[src/rtl/bfd_pkg.sv]
// ----------------------------------------------------------------------------
// Box filter downsampler - package
// Shared widths, register map, reset values and inter-module types.
// ----------------------------------------------------------------------------
package bfd_pkg;

  localparam int PIX_W         = 16;   // 8.8 color channel
  localparam int SUM_W         = 24;   // per-column channel sum
  localparam int POS_W         = 11;   // output column / row
  localparam int SCALE_CFG_W   = 5;
  localparam int DIM_CFG_W     = 12;
  localparam int RECIP_W       = 17;   // 1.16 reciprocal, up to 1.0
  localparam int FRAC_W        = 16;
  localparam int DATA_W        = 32;
  localparam int PADDR_W       = 4;
  localparam int MAX_HEIGHT    = 2048;
  localparam int DEF_MAX_WIDTH = 2048;
  localparam int DEF_MAX_SCALE = 16;

  localparam logic [SCALE_CFG_W-1:0] RST_BLOCK_SCALE = 5'd2;
  localparam logic [DIM_CFG_W-1:0]   RST_SRC_WIDTH   = 12'd640;
  localparam logic [DIM_CFG_W-1:0]   RST_SRC_HEIGHT  = 12'd480;
  localparam logic [RECIP_W-1:0]     RST_AREA_RECIP  = 17'd16384;

  typedef enum logic [1:0] {
    REG_BLOCK_SCALE = 2'd0,
    REG_SRC_WIDTH   = 2'd1,
    REG_SRC_HEIGHT  = 2'd2,
    REG_AREA_RECIP  = 2'd3
  } reg_idx_t;

  typedef struct packed {
    logic [SCALE_CFG_W-1:0] block_scale;
    logic [DIM_CFG_W-1:0]   src_width;
    logic [DIM_CFG_W-1:0]   src_height;
    logic [RECIP_W-1:0]     area_reciprocal;
  } cfg_t;

  // Per-pixel control decided by the raster counters.
  typedef struct packed {
    logic             fresh;      // first pixel row of a block row: overwrite sum
    logic             emit;       // bottom-right pixel of a block
    logic             frame_end;  // last complete block of the frame
    logic [POS_W-1:0] row;        // output row of the block
  } item_ctl_t;

endpackage

[src/rtl/bfd_regs.sv]
// ----------------------------------------------------------------------------
// Box filter downsampler - configuration registers
// APB-style register file; flags writes of the block scale.
// ----------------------------------------------------------------------------
module bfd_regs import bfd_pkg::*; (
  input  logic               clk,
  input  logic               rst,
  input  logic               psel,
  input  logic               penable,
  input  logic               pwrite,
  input  logic [PADDR_W-1:0] paddr,
  input  logic [DATA_W-1:0]  pwdata,
  output logic [DATA_W-1:0]  prdata,
  output logic               pready,
  output cfg_t               cfg,
  output logic               scale_wr
);

  reg_idx_t reg_sel;
  logic     wr;

  assign reg_sel  = reg_idx_t'(paddr[PADDR_W-1:2]);
  assign wr       = psel && penable && pwrite;
  assign pready   = 1'b1;
  assign scale_wr = wr && (reg_sel == REG_BLOCK_SCALE);

  always_ff @(posedge clk) begin
    if (rst) begin
      cfg.block_scale     <= RST_BLOCK_SCALE;
      cfg.src_width       <= RST_SRC_WIDTH;
      cfg.src_height      <= RST_SRC_HEIGHT;
      cfg.area_reciprocal <= RST_AREA_RECIP;
    end else if (wr) begin
      unique case (reg_sel)
        REG_BLOCK_SCALE: cfg.block_scale     <= pwdata[SCALE_CFG_W-1:0];
        REG_SRC_WIDTH:   cfg.src_width       <= pwdata[DIM_CFG_W-1:0];
        REG_SRC_HEIGHT:  cfg.src_height      <= pwdata[DIM_CFG_W-1:0];
        REG_AREA_RECIP:  cfg.area_reciprocal <= pwdata[RECIP_W-1:0];
        default: ;
      endcase
    end
  end

  always_comb begin
    unique case (reg_sel)
      REG_BLOCK_SCALE: prdata = DATA_W'(cfg.block_scale);
      REG_SRC_WIDTH:   prdata = DATA_W'(cfg.src_width);
      REG_SRC_HEIGHT:  prdata = DATA_W'(cfg.src_height);
      REG_AREA_RECIP:  prdata = DATA_W'(cfg.area_reciprocal);
      default:         prdata = '0;
    endcase
  end

endmodule

[config.mk]
export PLATFORM = sky130hd
export DESIGN_NAME = bfd_regs
export DESIGN_NICKNAME = d
export VERILOG_FILES = /design/src/rtl/bfd_pkg.sv /design/src/rtl/bfd_regs.sv
export SDC_FILE = /design/constraint.sdc
export NUM_CORES = 1
export LEC_CHECK = 0
export CORE_MARGIN = 2
export CORE_UTILIZATION = 30
export DETAILED_ROUTE_END_ITERATION = 12
export DONT_BUFFER_PORTS = 1
export GPL_ROUTABILITY_DRIVEN = 1
export SYNTH_ARGS = -nofsm -noshare
export SYNTH_HDL_FRONTEND = slang
export SYNTH_SLANG_ARGS = --single-unit
[constraint.sdc]
create_clock -name clk -period 2.87 [get_ports clk]
set_input_delay 0.4305 -clock clk [delete_from_list [all_inputs] [get_ports clk]]
set_output_delay 0.4305 -clock clk [all_outputs]
set_load 0.02 [all_outputs]
==> impl_metrics.ini <==
[timing]
fin_setup_tns_ns = 0
hold_viol_final = 0
worstMarginPinSlew_ns = 0.5902
fin_ws_ns = 1.073
holdWs_ns = 0.2192
slew_violations = 0
period_needed_ns = 1.797
rsz0062_at_grt = no
timing.fmax_mhz = 556.3
finClkSkew_ns = 0
relSlewSlack = 0.6056
setup_viol = 0
post-route-period-util = 0.6263

[worst_setup_path]
rr_endpoint = cfg[9]
r2r_setup_slack_ns = 1.98
path_buf_inv = 0
cp_cell_sequence = mux4_1
reg2reg_depth = 3
critPathSlowestCell = mux4_1
cp_top_family = multiplexers
critPathLaunchType = flop
arrival_ns = 1.37
timing.rr.start = cfg[9]
critPathMaxStageDelay_ns = 0.67
required_ns = 2.44
worstPathMaxFanout = 3
cp-end-kind = output port
criticalPathCategory = reg -> out

[clock_tree]
postCtsHoldBufs = 0
clk_latency_ns = 0.29
postCtsSetupRepairBufs = 0
numCtsBuffers = 5
cts_tree = done
numClockSinks = 46
clockBufferDepth = 2
cts_root_buffer = clkbuf_8
h-tree-depth = 2
cts_resized = 0
clk_pin_slew_ns = 0.09

[power]
p_switching_uw = 296.3
combPwrFrac = 0.078
max-vdd-ir-drop_mv = 0.1814
powerDensity_nw_per_um2 = 497.6
power_frac_clock = 0.379
p_leak_nw = 1.008
power_frac_seq = 0.543
p_sw_frac = 0.2427
p_total_mw = 1.221
p_int_uw = 924.7

[floorplan]
die_y_um = 93.37
design.die.area_um2 = 8718
rows = 32
pin_count = 121
die_w_um = 93.37
fp.coreArea_um2 = 7727
initial_core_util = 0.3101

[min_path]
min_path_cells = 1
worstHoldStart = rst
hp-class = in -> reg
min_to = cfg[7]

[final_layout]
num-fill-cells = 787
finalNonFillerCells = 335
largest_register_ff_count = 46
reg_top3 = cfg x46
fin_area_um2 = 2454
diodes = 0
final_util = 0.3175
syn2layout_area_growth_pct = 2.402
top_register = cfg
layout.nets = 273
drive_gt1_frac = 0.1073

[status]
status = finished, final reports clean

[grt]
grt_pass1_vias = 1657
grt_overflow = 0
grt_first_pass_wirelength_um = 9073
antenna_found_initial = 0
gr-usage-all-layers = 0.1383
grt_max_degree = 65

[placed_design]
dpl.cell_count = 327
hpwl_um = 3859
detailedPlace.worstSlack_ns = 1.104
portBuffers = 0
dpl_cell_area_um2 = 2344
place.gp.congestion = 0.6569

[synthesis]
ys_seq_area_frac = 0.3843
async_flop_share = 0
synth_ff_type = dfxtp_1
ys_types = 27
synth_cells = 246
synth_edf_count = 0
netlist_area_um2 = 2396
yosys_warnings = 0
syn_avg_cell_area_um2 = 9.740
synth_top_area_cell = dfxtp_1
synth.area.top_cells = dfxtp_1, mux2i_1, nand2b_1
synth_top_cell_area_share = 0.3843
yosys_register_bits = 46

[drt]
drc = 0
wl_um = 5875
post_drt_via_cell_ratio = 4.958
route.detailed.wl_per_inst_um = 17.54
antenna_left = 0
via_count = 1661
drt-initial-drc-count = 82
dr.pass1.iters = 4

[run]
maxCapViolCount = 0
[area by class of cell]
| type | instances | area (µm²) | area share |
|---|---|---|---|
| clock buffers | 8 | 110.1 | 0.04488 |
| inverters | 1 | 3.754 | 0.001530 |
| multi-input cells | 176 | 1276 | 0.5201 |
| flip-flops and latches | 46 | 920.9 | 0.3753 |
| well taps | 102 | 127.6 | 0.05201 |
| repair buffers | 2 | 15.01 | 0.006119 |
[cell usage after synthesis (6+ instances only)]
library cell / count
buf_2: 10
mux2i_1: 30
nor2_1: 15
buf_4: 17
a22o_1: 7
mux2_2: 7
o21ai_0: 26
nor2b_1: 11
and3_1: 6
nand2b_1: 33
dfxtp_1: 46
[power by group through the flow]
| stage | registers [mW] | clock network [mW] | logic (mW) |
|---|---|---|---|
| after floorplan | 0.676 | 0 | 0.126 |
| after global placement | 0.678 | 0 | 0.0951 |
| after detailed placement | 0.679 | 0 | 0.0961 |
| after CTS | 0.664 | 0.482 | 0.0963 |
| after global routing | 0.665 | 0.502 | 0.105 |
| final | 0.663 | 0.462 | 0.0954 |
[routing by layer]
| metal | vias up | track usage | routed length (µm) |
|---|---|---|---|
| li1 | 783 | - | - |
| met1 | 795 | 0.1832 | 2672 |
| met2 | 77 | 0.2200 | 2690 |
| met3 | 6 | 0.04029 | 445 |
| met4 | 0 | 0.03676 | 67 |
| met5 | - | 0 | 0 |
[how the worst max path moves through the flow]
stage | startpoint | slack [ns] | to | cells after the start
2_1_floorplan | paddr[2] | 1.13 | prdata[10] | 4
3_3_place_gp | pwrite | 1.12 | cfg[27] | 4
3_5_place_dp | pwrite | 1.10 | cfg[21] | 4
4_1_cts | cfg[17] | 1.05 | prdata[0] | 1
5_1_grt | cfg[21] | 1.03 | prdata[4] | 1
6_report | cfg[21] | 1.07 | prdata[4] | 1
[cells in the final DEF, fill, tap and decap left out, drive strengths merged, types with 6 or more instances in the layout]
cell,n
clkbuf,8
nor2,15
a22o,7
conb,16
nor2b,12
nand2b,33
o21ai,27
and3,6
mux2i,30
mux2,7
dfxtp,46
[cell families (layout without fill, tap and decap cells)]
family	Yosys count	after routing	synth area share
and+or+nand+nor	79	79	0.2000
DFF	46	46	0.3843
muxes	42	42	0.2131
AOI/OAI and AO/OA	39	39	0.09242
buffers and inverters	38	11	0.1070
other	2	16	0.003134
(Power assumes the default switching activity.)
