File: src/rtl/bfd_pkg.sv
// ----------------------------------------------------------------------------
// Box filter downsampler - package
// Shared widths, register map, reset values and inter-module types.
// ----------------------------------------------------------------------------
package bfd_pkg;

  localparam int PIX_W         = 16;   // 8.8 color channel
  localparam int SUM_W         = 24;   // per-column channel sum
  localparam int POS_W         = 11;   // output column / row
  localparam int SCALE_CFG_W   = 5;
  localparam int DIM_CFG_W     = 12;
  localparam int RECIP_W       = 17;   // 1.16 reciprocal, up to 1.0
  localparam int FRAC_W        = 16;
  localparam int DATA_W        = 32;
  localparam int PADDR_W       = 4;
  localparam int MAX_HEIGHT    = 2048;
  localparam int DEF_MAX_WIDTH = 2048;
  localparam int DEF_MAX_SCALE = 16;

  localparam logic [SCALE_CFG_W-1:0] RST_BLOCK_SCALE = 5'd2;
  localparam logic [DIM_CFG_W-1:0]   RST_SRC_WIDTH   = 12'd640;
  localparam logic [DIM_CFG_W-1:0]   RST_SRC_HEIGHT  = 12'd480;
  localparam logic [RECIP_W-1:0]     RST_AREA_RECIP  = 17'd16384;

  typedef enum logic [1:0] {
    REG_BLOCK_SCALE = 2'd0,
    REG_SRC_WIDTH   = 2'd1,
    REG_SRC_HEIGHT  = 2'd2,
    REG_AREA_RECIP  = 2'd3
  } reg_idx_t;

  typedef struct packed {
    logic [SCALE_CFG_W-1:0] block_scale;
    logic [DIM_CFG_W-1:0]   src_width;
    logic [DIM_CFG_W-1:0]   src_height;
    logic [RECIP_W-1:0]     area_reciprocal;
  } cfg_t;

  // Per-pixel control decided by the raster counters.
  typedef struct packed {
    logic             fresh;      // first pixel row of a block row: overwrite sum
    logic             emit;       // bottom-right pixel of a block
    logic             frame_end;  // last complete block of the frame
    logic [POS_W-1:0] row;        // output row of the block
  } item_ctl_t;

endpackage

File: src/rtl/bfd_scan.sv
// ----------------------------------------------------------------------------
// Box filter downsampler - raster scan counters
// Tracks source position and block phase; output row kept as quotient and
// remainder, re-derived by a bit-serial divider when the scale changes.
// ----------------------------------------------------------------------------
module bfd_scan import bfd_pkg::*; #(
  parameter int  MAX_WIDTH = DEF_MAX_WIDTH,
  parameter int  MAX_SCALE = DEF_MAX_SCALE,
  localparam int COL_W     = $clog2(MAX_WIDTH)
) (
  input  logic             clk,
  input  logic             rst,
  input  cfg_t             cfg,
  input  logic             scale_wr,
  input  logic             take,
  output logic [COL_W-1:0] idx,
  output item_ctl_t        ctl,
  output logic             busy
);

  localparam int WID_W     = $clog2(MAX_WIDTH + 1);
  localparam int SCL_W     = $clog2(MAX_SCALE + 1);
  localparam int SC_CMP_W  = (SCL_W > SCALE_CFG_W) ? SCL_W : SCALE_CFG_W;
  localparam int WD_CMP_W  = (WID_W > DIM_CFG_W) ? WID_W : DIM_CFG_W;
  localparam int LC_W      = ((WID_W > SCL_W) ? WID_W : SCL_W) + 1;
  localparam int LR_W      = ((DIM_CFG_W > SCL_W) ? DIM_CFG_W : SCL_W) + 1;
  localparam int ROW_W     = POS_W;
  localparam int DIV_CNT_W = $clog2(ROW_W + 1);

  logic [COL_W-1:0]     src_col;
  logic [COL_W-1:0]     dst_col;
  logic [ROW_W-1:0]     src_row;
  logic [ROW_W-1:0]     dst_row;
  logic [SCL_W-1:0]     row_rem;
  logic [SCL_W-1:0]     sub_col;
  logic [SCL_W-1:0]     sub_row;
  logic [ROW_W-1:0]     div_num;
  logic [DIV_CNT_W-1:0] div_cnt;

  logic [SC_CMP_W-1:0]  bs_x;
  logic [WD_CMP_W-1:0]  bw_x;
  logic [SCL_W-1:0]     scale;
  logic [WID_W-1:0]     eff_width;
  logic [DIM_CFG_W-1:0] eff_height;
  logic                 col_done;
  logic                 row_done;
  logic                 line_end;
  logic                 row_end;
  logic                 last_col;
  logic                 last_row;
  logic                 rem_wrap;
  logic [SCL_W:0]       div_t;
  logic                 div_ge;

  // Clamp the configuration into usable ranges.
  always_comb begin
    bs_x = SC_CMP_W'(cfg.block_scale);
    bw_x = WD_CMP_W'(cfg.src_width);
    if (cfg.block_scale == '0) begin
      scale = SCL_W'(1);
    end else if (bs_x > SC_CMP_W'(MAX_SCALE)) begin
      scale = SCL_W'(MAX_SCALE);
    end else begin
      scale = SCL_W'(bs_x);
    end
    if (cfg.src_width == '0) begin
      eff_width = WID_W'(1);
    end else if (bw_x > WD_CMP_W'(MAX_WIDTH)) begin
      eff_width = WID_W'(MAX_WIDTH);
    end else begin
      eff_width = WID_W'(bw_x);
    end
    if (cfg.src_height == '0) begin
      eff_height = DIM_CFG_W'(1);
    end else if (cfg.src_height > DIM_CFG_W'(MAX_HEIGHT)) begin
      eff_height = DIM_CFG_W'(MAX_HEIGHT);
    end else begin
      eff_height = cfg.src_height;
    end
  end

  assign col_done = (SCL_W+1)'(sub_col) + (SCL_W+1)'(1) >= (SCL_W+1)'(scale);
  assign row_done = (SCL_W+1)'(sub_row) + (SCL_W+1)'(1) >= (SCL_W+1)'(scale);
  assign rem_wrap = (SCL_W+1)'(row_rem) + (SCL_W+1)'(1) >= (SCL_W+1)'(scale);
  assign line_end = WID_W'(src_col) + WID_W'(1) >= eff_width;
  assign row_end  = DIM_CFG_W'(src_row) + DIM_CFG_W'(1) >= eff_height;
  assign last_col = LC_W'(src_col) + LC_W'(1) + LC_W'(scale) > LC_W'(eff_width);
  assign last_row = LR_W'(src_row) + LR_W'(1) + LR_W'(scale) > LR_W'(eff_height);

  assign idx           = dst_col;
  assign ctl.fresh     = (sub_row == '0);
  assign ctl.emit      = col_done && row_done;
  assign ctl.frame_end = last_col && last_row;
  assign ctl.row       = dst_row;
  assign busy          = (div_cnt != '0);

  // Restoring divide step: remainder stays below scale.
  assign div_t  = {row_rem, div_num[ROW_W-1]};
  assign div_ge = div_t >= (SCL_W+1)'(scale);

  always_ff @(posedge clk) begin
    if (rst) begin
      src_col <= '0;
      dst_col <= '0;
      src_row <= '0;
      dst_row <= '0;
      row_rem <= '0;
      sub_col <= '0;
      sub_row <= '0;
      div_num <= '0;
      div_cnt <= '0;
    end else if (scale_wr) begin
      div_num <= src_row;
      dst_row <= '0;
      row_rem <= '0;
      div_cnt <= DIV_CNT_W'(ROW_W);
    end else if (busy) begin
      row_rem <= div_ge ? SCL_W'(div_t - (SCL_W+1)'(scale)) : SCL_W'(div_t);
      dst_row <= {dst_row[ROW_W-2:0], div_ge};
      div_num <= div_num << 1;
      div_cnt <= div_cnt - DIV_CNT_W'(1);
    end else if (take) begin
      if (line_end) begin
        src_col <= '0;
        sub_col <= '0;
        dst_col <= '0;
        if (row_end) begin
          src_row <= '0;
          sub_row <= '0;
          dst_row <= '0;
          row_rem <= '0;
        end else begin
          src_row <= src_row + ROW_W'(1);
          sub_row <= row_done ? '0 : sub_row + SCL_W'(1);
          if (rem_wrap) begin
            row_rem <= '0;
            dst_row <= dst_row + ROW_W'(1);
          end else begin
            row_rem <= row_rem + SCL_W'(1);
          end
        end
      end else begin
        src_col <= src_col + COL_W'(1);
        if (col_done) begin
          sub_col <= '0;
          dst_col <= dst_col + COL_W'(1);
        end else begin
          sub_col <= sub_col + SCL_W'(1);
        end
      end
    end
  end

endmodule

File: config.mk
export PLATFORM = sky130hd
export DESIGN_NAME = bfd_scan
export DESIGN_NICKNAME = d
export VERILOG_FILES = /design/src/rtl/bfd_pkg.sv /design/src/rtl/bfd_scan.sv
export SDC_FILE = /design/constraint.sdc
export NUM_CORES = 1
export LEC_CHECK = 0
export BUFFER_PORTS_ARGS = -buffer_cell sky130_fd_sc_hd__buf_4
export CAP_MARGIN = 5
export CORE_MARGIN = 5
export CORE_UTILIZATION = 54
export CTS_CLUSTER_DIAMETER = 60
export DETAILED_ROUTE_END_ITERATION = 12
export PLACE_DENSITY = 0.78
export SKIP_CTS_REPAIR_TIMING = 1
export SLEW_MARGIN = 15
export SYNTH_ARGS = -nofsm -noshare
export SYNTH_HDL_FRONTEND = slang
export SYNTH_SLANG_ARGS = --single-unit
File: constraint.sdc
create_clock -name clk -period 3.7 [get_ports clk]
set_input_delay 0.37 -clock clk [delete_from_list [all_inputs] [get_ports clk]]
set_output_delay 0.37 -clock clk [all_outputs]
set_load 0.005 [all_outputs]
==> impl_metrics.tcl, run 1 <==
set metrics [dict create \
    clockPowerShare_pct 41.3 \
    drv_slew 0 \
    yosysWarnings 0 \
    pre_cts_slack_ns -0.566 \
    final_common_cell "buf_4" \
    crit_type "primary input to output pin" \
    internal_power_mw 1.59 \
    yosys_register_bits 74 \
    drtPass1Iterations 7 \
    synthCells 818 \
    comb_power_share_pct 20.7 \
    switchingPower_uw 625 \
    wl_per_cell_um 17.0 \
    cts.sink_count 74 \
    dpl.hpwl_um 13300 \
    htreeDepth 3 \
    start_util_pct 55.3 \
    power_frac_seq_pct 37.9 \
    ys_seq_area_share_pct 23.2 \
    gp_congestion 0.908 \
    syn_nets 957 \
    grt_pass1_vias 6285 \
    violations "setup timing" \
    clock.fmax_mhz 254 \
    fin_nets 1030 \
    powerDensity_nw_per_um2 290 \
    dieWidth_um 119 \
    layout_min_cycle_time_ns 3.93 \
    core_um2 11500 \
    clk_transition_reported_paths_ns 0.06 \
    antenna_found_initial 0 \
    synth_flop_cell "dfxtp_1" \
    arrival_ns 3.56 \
    io_buffers 58 \
    final_cell_mix "102 x buf_4, 100 x nand2_1, 84 x ha_1" \
    insertion_delay_ns 0.33 \
    outcome "finished with violations" \
    syn_avg_cell_area_um2 7.79 \
    critPathLaunchType "primary input" \
    drive_above_1_share_pct 18.1 \
    ant_nets 0 \
    routed_wl_um 17600 \
    avgViaCountPerCell 6.18 \
    remaining_drc_errors 0 \
    hold_viol 0 \
    n_antenna_cell 0 \
    die_area_um2 14100 \
    die_h_um 119 \
    maxCapViolations 0 \
    seq_area_um2 1480 \
    rsz0062_at_grt "yes" \
    grt_pass1_wl_um 29200 \
    fin_ws_ns -0.231 \
    ys_types 74 \
    fill_cells 952 \
    async_flop_share_pct 0 \
    dr.first_iter.drc_count 543 \
    io_pins 76 \
    grt_usage_pct 24.5 \
    root_buffer "clkbuf_16" \
    power_mw 2.21 \
    timing_worst_slew_pin_value_ns 0.604 \
    worstHoldPathType "primary input to flop" \
    syn_area_um2 6370 \
    vias 6416 \
    skew_ns 0.00713 \
    swShare_pct 28.2 \
    multi_input_area_um2 4730 \
    cts_tree "yes" \
    critPathCaptureType "output pin" \
    cp_max_fo 3 \
    cts_buffers 9 \
    peakVddDrop_mv 0.326 \
    cp.required_ns 3.33 \
    synth_edf_count 0 \
    clockBufferDepth 2 \
    p_leak_nw 3.35 \
    timing.final.crit_share_pct 106 \
    grt_max_degree 38 \
    grt_overflow 0 \
    maxSlewHeadroom_pct 59.7 \
    setup_violations 1 \
    area_growth_pct 19.7 \
    rows 39 \
]
==> power by group through the flow <==
stage | logic (mW) | clock network, mW | registers, mW
global route | 0.507 | 0.966 | 0.843
floorplan | 0.289 | 0 | 0.850
detailed placement | 0.435 | 0 | 0.856
finish | 0.459 | 0.915 | 0.839
global placement | 0.417 | 0 | 0.855
CTS | 0.438 | 0.924 | 0.839
==> worst paths after layout <==
path,start,endpoint,slack [ns],depth (start not counted)
setup / recovery,cfg[44],ctl[11],-0.23,19
hold / removal,scale_wr,div_cnt[0],0.46,3
setup reg to reg,src_col[2],idx[2],0.20,11
hold reg to reg,idx[10],idx[10],0.49,2
==> worst max-delay path, stage by stage <==
cell,delay [ns]
buf_8,0.10
nor3_4,0.17
nor2_2,0.07
nor2_2,0.16
inv_2,0.08
ha_2,0.19
fa_2,0.35
nor2b_2,0.12
o21ai_2,0.07
a21boi_2,0.17
o21ai_2,0.11
nor2_1,0.13
xor2_1,0.17
ha_1,0.29
a2111oi_2,0.39
o21ai_1,0.14
a21oi_1,0.24
a21oi_2,0.11
buf_4,0.14
==> registers in the layout, indices dropped and copies added, names as in the netlist <==
signal	cells
sub_col	5
sub_row	5
src_row	11
div_cnt	4
row_rem	5
div_num	11
dst_row	11
src_col	11
idx	11
==> per-stage QoR <==
stage / instance area [um^2] / utilization, % / instances / hold slack, ns / TNS, ns
2_1_floorplan: 6370 / - / 818 / 0.459 / 0
3_3_place_gp: 7140 / 62.0 / 1019 / 0.456 / -0.329
3_5_place_dp: 7140 / 62.0 / 1019 / 0.483 / -0.566
4_1_cts: 7460 / 64.8 / 1035 / 0.454 / -0.574
5_1_grt: 7630 / 66.2 / 1039 / 0.475 / -0.387
6_report: 7630 / 66.2 / 1039 / 0.460 / -0.231
==> synthesized netlist by cell type, types with 6 or more instances <==
cell,n,area (um^2)
o2111ai_1,6,52.6
nand3_1,36,180
nor3_1,8,40.0
a2111o_1,7,78.8
nor2b_1,10,62.6
o21ai_0,33,165
clkbuf_1,37,139
inv_1,32,120
a21o_1,6,45.0
a22oi_1,11,82.6
a21oi_1,62,310
nand2_1,102,383
nand4_1,15,93.8
a31oi_1,10,62.6
nor2_1,74,278
and4_1,7,61.3
ha_1,86,1080
nor4_1,9,56.3
nor3b_1,6,45.0
dfxtp_1,74,1480
xnor2_1,27,236
mux2i_1,6,60.1
a22o_1,8,70.1
o21a_1,9,67.6
nand2b_1,7,43.8
xor2_1,23,201
and3_1,12,75.1
a211oi_1,13,97.6
==> logic make-up after synthesis <==
group,share of synthesized area [%]
xor+xnor,6.87
mux,0.943
buf+inv,4.56
flops,23.2
compound gates,22.7
simple gates,23.9
fa+ha+maj,17.8
==> layout make-up <==
class,instances,share of cell area [%]
clock buffer,13,3.54
tap,143,2.35
inverter,34,1.67
timing repair buffer,104,10.4
sequential,74,19.4
clock inverter,3,0.607
multi-input combinational,668,62.0
==> metal layers <==
metal | routed length [um] | GRT usage, % | up-vias | part of all wire (%)
met5 | 0 | 0 | - | 0
met4 | 403 | 8.91 | 0 | 2.3
met3 | 762 | 4.58 | 36 | 4.3
met2 | 8970 | 43.7 | 186 | 51
met1 | 7490 | 29.2 | 3047 | 42
li1 | - | - | 3147 | -
No activity file was read; power rests on OpenSTA's default activity.
==> run 2: changes to the inputs <==
--- a/config.mk
+++ b/config.mk
@@ -5,8 +5,10 @@
 export SDC_FILE = /design/constraint.sdc
 export NUM_CORES = 1
 export LEC_CHECK = 0
+export ABC_AREA = 1
 export BUFFER_PORTS_ARGS = -buffer_cell sky130_fd_sc_hd__buf_4
 export CAP_MARGIN = 5
+export CORE_ASPECT_RATIO = 1.1
 export CORE_MARGIN = 5
 export CORE_UTILIZATION = 54
 export CTS_CLUSTER_DIAMETER = 60
==> impl_metrics.tcl, run 2 <==
set metrics [dict create \
    cpMostUsedCell "buf_4" \
    violations "setup timing" \
    cp_max_fo 3 \
    clock.fmax_mhz 268 \
    setup_violations 1 \
    holdPathStages 3 \
    die_h_um 125 \
    ant_nets 0 \
    fill_cells 1024 \
    worstHoldPathType "primary input to flop" \
    cts.sink_count 74 \
    drive_above_1_share_pct 16.0 \
    power_mw 2.51 \
    max_stage_delay_ns 0.41 \
    hold_viol 0 \
    grt_usage_pct 23.3 \
    dpl.hpwl_um 12800 \
    layout_min_cycle_time_ns 3.73 \
    critPathLaunchType "primary input" \
    outcome "finished with violations" \
    skew_ns 0.00681 \
    routed_wl_um 16500 \
    cts_buffers 9 \
    final_core_util_pct 65.3 \
    syn_avg_cell_area_um2 6.70 \
    maxCapViolations 0 \
    remaining_drc_errors 0 \
    yosys-top-cells-area "dfxtp_1 23%, ha_1 17%, nand2_1 14%" \
    gp_congestion 0.930 \
    arrival_ns 3.36 \
    crit_type "primary input to output pin" \
    worstPathCellList "buf_4, nor4_4, o21ai_1, buf_4, ha_4, fa_2, o31ai_4, a21oi_2, nor2_2, nand2_1, xor2_1, ha_1, nand2_1, inv_1, nand3_2, nor3_2, o21ai_1, a31oi_1, buf_4" \
    post_dp_cell_area_um2 7290 \
    vias 6420 \
    start_util_pct 54.6 \
    timing_worst_slew_pin_value_ns 0.584 \
    insertion_delay_ns 0.34 \
    final_common_cell "nand2_1" \
    syn_area_um2 6510 \
    grt_pass1_vias 6162 \
    fin_ws_ns -0.0277 \
    n_antenna_cell 0 \
    grt_pass1_wl_um 27900 \
    avgViaCountPerCell 5.27 \
    rows 42 \
    powerDensity_nw_per_um2 322 \
    synth.top_cell.area_share_pct 22.8 \
    rsz0062_at_grt "yes" \
    maxSlewHeadroom_pct 60.8 \
    ys_seq_area_share_pct 22.8 \
    dr.first_iter.drc_count 493 \
    syn_nets 1110 \
    drtPass1Iterations 5 \
    grt_overflow 0 \
    timing.rr.start "src_row[2]" \
    timing.hold.ws_ns 0.373 \
    fin_nets 1199 \
    wl_per_cell_um 13.5 \
    io_pins 76 \
    clk_transition_reported_paths_ns 0.06 \
    synth.most_common_cell "nand2_1" \
    antenna_found_initial 0 \
    peakVddDrop_mv 0.208 \
    core_um2 11900 \
    synthCells 971 \
    cp.required_ns 3.33 \
    crit_start "cfg[44]" \
    dieWidth_um 115 \
    r2r-end "dst_row[10]" \
    yosys_register_bits 74 \
    drv_slew 0 \
    final_cell_mix "243 x nand2_1, 110 x inv_1, 101 x nor2_1" \
    rr_worst_depth 17 \
    synthTopCellsByCount "244 x nand2_1, 111 x inv_1, 104 x nor2_1" \
    cp_slowest_cell "fa_2" \
    yosys.area.top_type "dfxtp_1" \
    area_growth_pct 19.7 \
    die_area_um2 14400 \
    htreeDepth 3 \
    p_leak_nw 3.71 \
    cts_tree "yes" \
    grt_max_degree 25 \
    timing.final.crit_share_pct 101 \
    io_buffers 58 \
    cp-endpoint "ctl[11]" \
    synth_flop_cell "dfxtp_1" \
    async_flop_share_pct 0 \
    yosysWarnings 0 \
    final_design_area_no_fill_um2 7790 \
    synth_edf_count 0 \
    ys_types 43 \
    r2r_setup_slack_ns 0.34 \
    pre_cts_slack_ns -0.319 \
    clockBufferDepth 2 \
    critPathCaptureType "output pin" \
    root_buffer "clkbuf_16" \
]
run 2: cell types whose count changed after synthesis, moves of 11 or more:
| cell | delta |
|---|---|
| nand2_1 | +142 |
| inv_1 | +79 |
| clkbuf_1 | -33 |
| nor2_1 | +30 |
| xor2_1 | +24 |
| o21ai_1 | +18 |
| xnor2_1 | -15 |
| and3_1 | -11 |
| nand3_1 | +11 |
run 2: worst max-delay path: cells and delay by family:
kind / cells / cell delay (ns)
AND/OR/NAND/NOR: 6 / 0.78
AO/OA/AOI/OAI: 5 / 0.69
XOR/XNOR: 1 / 0.15
buffers and inverters: 4 / 0.50
adder cells (fa/ha/maj): 3 / 0.86
run 2: area by class of cell:
| class | instances | area (um^2) | area share [%] |
|---|---|---|---|
| Sequential cell | 74 | 1480 | 19.0 |
| Clock buffer | 9 | 225 | 2.89 |
| Timing Repair Buffer | 95 | 713 | 9.15 |
| Inverter | 123 | 464 | 5.96 |
| Clock inverter | 7 | 101 | 1.30 |
| Tap cell | 154 | 193 | 2.47 |
| Multi-Input combinational cell | 757 | 4610 | 59.2 |
run 2: kinds of logic (layout without fill, tap and decap cells):
| group | Yosys count | after routing | share of synthesized area [%] |
|---|---|---|---|
| AO/OA/AOI/OAI | 148 | 148 | 12.2 |
| XOR/XNOR | 59 | 59 | 7.94 |
| adder cells (fa/ha/maj) | 89 | 89 | 17.5 |
| buffers and inverters | 140 | 234 | 8.65 |
| flip-flops | 74 | 74 | 22.8 |
| AND/OR/NAND/NOR | 461 | 461 | 31.0 |
run 2: metal layers:
metal / vias to the layer above / share of wire [%] / GRT usage [%]
met4: 0 / 2.4 / 7.13
li1: 3360 / - / -
met3: 33 / 4.2 / 3.38
met5: - / 0 / 0
met1: 2874 / 44 / 29.4
met2: 153 / 49 / 40.6
run 2: worst min path at each step:
stage	from	endpoint	slack (ns)
2_1_floorplan	div_num[5]	div_num[5]	0.43
6_report	scale_wr	div_num[0]	0.37
3_3_place_gp	div_num[5]	div_num[5]	0.45
5_1_grt	scale_wr	div_num[3]	0.39
4_1_cts	scale_wr	div_num[0]	0.37
3_5_place_dp	div_num[4]	div_num[4]	0.46
run 2: stage by stage:
step,setup TNS [ns],std cells
3_3_place_gp,-0.274,1200
2_1_floorplan,0,971
3_5_place_dp,-0.319,1200
4_1_cts,-0.348,1216
6_report,-0.0277,1219
5_1_grt,-0.299,1219
run 2: power breakdown:
group          total (mW)  internal [mW]  switching, mW  leakage (nW)
Sequential          0.871          0.830         0.0401         0.601
Combinational       0.675          0.266          0.409          2.96
Clock               0.965          0.597          0.368         0.158
Total                2.51           1.69          0.816          3.71
==> run 3: changes to the inputs <==
--- a/config.mk
+++ b/config.mk
@@ -14,6 +14,7 @@
 export CTS_CLUSTER_DIAMETER = 60
 export DETAILED_ROUTE_END_ITERATION = 12
 export PLACE_DENSITY = 0.78
+export RECOVER_POWER = 50
 export SKIP_CTS_REPAIR_TIMING = 1
 export SLEW_MARGIN = 15
 export SYNTH_ARGS = -nofsm -noshare
==> impl_metrics.tcl, run 3 (synthesized netlist as in run 2, its figures left out) <==
set metrics [dict create \
    outcome "finished with violations" \
    violations "setup timing" \
    clockBufferDepth 2 \
    maxSlewHeadroom_pct 6.87 \
    setup_tns_ns -0.0327 \
    crit_type "primary input to output pin" \
    core_um2 11900 \
    clk_transition_reported_paths_ns 0.06 \
    critPathCaptureType "output pin" \
    r2r_setup_slack_ns 0.17 \
    cp_max_fo 3 \
    fin_nets 1199 \
    grt_pass1_wl_um 27900 \
    root_buffer "clkbuf_16" \
    holdPathStages 3 \
    dr.first_iter.drc_count 449 \
    cp.required_ns 3.33 \
    grt_max_degree 25 \
    critPathLaunchType "primary input" \
    skew_ns 0.00700 \
    clock.fmax_mhz 268 \
    grt_overflow 0 \
    r2r-end "src_col[9]" \
    io_buffers 58 \
    final_common_cell "nand2_1" \
    setup_violations 1 \
    power_mw 2.50 \
    timing_worst_slew_pin_value_ns 1.39 \
    swShare_pct 32.4 \
    arrival_ns 3.36 \
    insertion_delay_ns 0.34 \
    layout_min_cycle_time_ns 3.73 \
    comb_power_share_pct 26.7 \
    dpl.hpwl_um 12800 \
    die_h_um 125 \
    p_leak_nw 3.69 \
    worstHoldPathType "primary input to flop" \
    wl_per_cell_um 13.5 \
    rsz0062_at_grt "yes" \
    area_growth_pct 19.2 \
    drive_above_1_share_pct 15.3 \
    cts.sink_count 74 \
    gp_congestion 0.930 \
    fin_ws_ns -0.0327 \
    avgViaCountPerCell 5.29 \
    clockPowerShare_pct 38.6 \
    vias 6451 \
    remaining_drc_errors 0 \
    dieWidth_um 115 \
    min-delay-start "scale_wr" \
    power_frac_seq_pct 34.7 \
    io_pins 76 \
    timing.rr.start "div_cnt[0]" \
    maxCapViolations 0 \
    antenna_found_initial 0 \
    powerDensity_nw_per_um2 322 \
    fin_cells 1219 \
    internal_power_mw 1.69 \
    n_antenna_cell 0 \
    drtPass1Iterations 5 \
    placed_cells 1200 \
    ant_nets 0 \
    final_cell_mix "246 x nand2_1, 112 x inv_1, 103 x nor2_1" \
    holdPathEnd "div_num[0]" \
    hold_viol 0 \
    routed_wl_um 16400 \
    start_util_pct 54.6 \
    timing.final.crit_share_pct 101 \
    rr_worst_depth 8 \
    cts_tree "yes" \
    grt_pass1_vias 6162 \
    drv_slew 0 \
    htreeDepth 3 \
    grt_usage_pct 23.3 \
    rows 42 \
    cts_buffers 9 \
    die_area_um2 14400 \
    peakVddDrop_mv 0.196 \
    switchingPower_uw 811 \
]
==> run 3: cell count changes in the layout (fill, tap and decap cells not counted), sizes merged <==
cell    previous run  this run
clkbuf             9        33
buf               95        71
==> run 3: cell type report <==
cell class,count,area (um^2)
Tap cell,154,193
Sequential cell,74,1480
Timing Repair Buffer,95,711
Inverter,123,464
Fill cell,1031,4170
Clock buffer,9,225
Clock inverter,7,101
Multi-Input combinational cell,757,4580
==> run 3: power by group through the flow <==
stage | registers, mW | logic [mW] | clock network, mW
2_1_floorplan | 0.879 | 0.467 | 0
3_3_place_gp | 0.887 | 0.640 | 0
3_5_place_dp | 0.887 | 0.653 | 0
4_1_cts | 0.870 | 0.659 | 0.974
5_1_grt | 0.874 | 0.765 | 1.01
6_report | 0.869 | 0.667 | 0.965
==> run 3: worst max path at each step <==
stage	startpoint	end
2_1_floorplan	cfg[41]	ctl[11]
3_3_place_gp	cfg[41]	ctl[11]
3_5_place_dp	cfg[41]	ctl[11]
4_1_cts	cfg[41]	ctl[11]
5_1_grt	cfg[44]	ctl[11]
6_report	cfg[44]	ctl[11]
==> run 3: per-stage QoR <==
step | utilization, % | hold slack (ns) | instance area [um^2] | setup slack, ns
6_report | 65.0 | 0.378 | 7760 | -0.0327
5_1_grt | 65.0 | 0.387 | 7760 | -0.299
4_1_cts | 63.9 | 0.368 | 7620 | -0.348
3_5_place_dp | 61.1 | 0.464 | 7290 | -0.319
3_3_place_gp | 61.1 | 0.451 | 7290 | -0.274
2_1_floorplan | - | 0.432 | 6510 | 0.200
==> run 3: critical path, cell delays in order <==
cell and delay, ns:
buf_4 0.12, nor4_4 0.27, o21ai_1 0.09, buf_4 0.16, ha_4 0.16, fa_2 0.42
o31ai_4 0.23, a21oi_2 0.09, nor2_2 0.17, nand2_1 0.08, xor2_1 0.15, ha_1 0.29
nand2_1 0.05, inv_1 0.08, nand3_2 0.09, nor3_2 0.12, o21ai_1 0.09, a31oi_1 0.19
buf_4 0.14
==> run 3: routing by layer <==
| layer | GRT usage, % | part of all wire (%) | routed length, um |
|---|---|---|---|
| met3 | 3.38 | 3.6 | 598 |
| met2 | 40.6 | 49 | 8040 |
| met5 | 0 | 0 | 0 |
| met1 | 29.4 | 45 | 7370 |
| met4 | 7.13 | 2.6 | 425 |
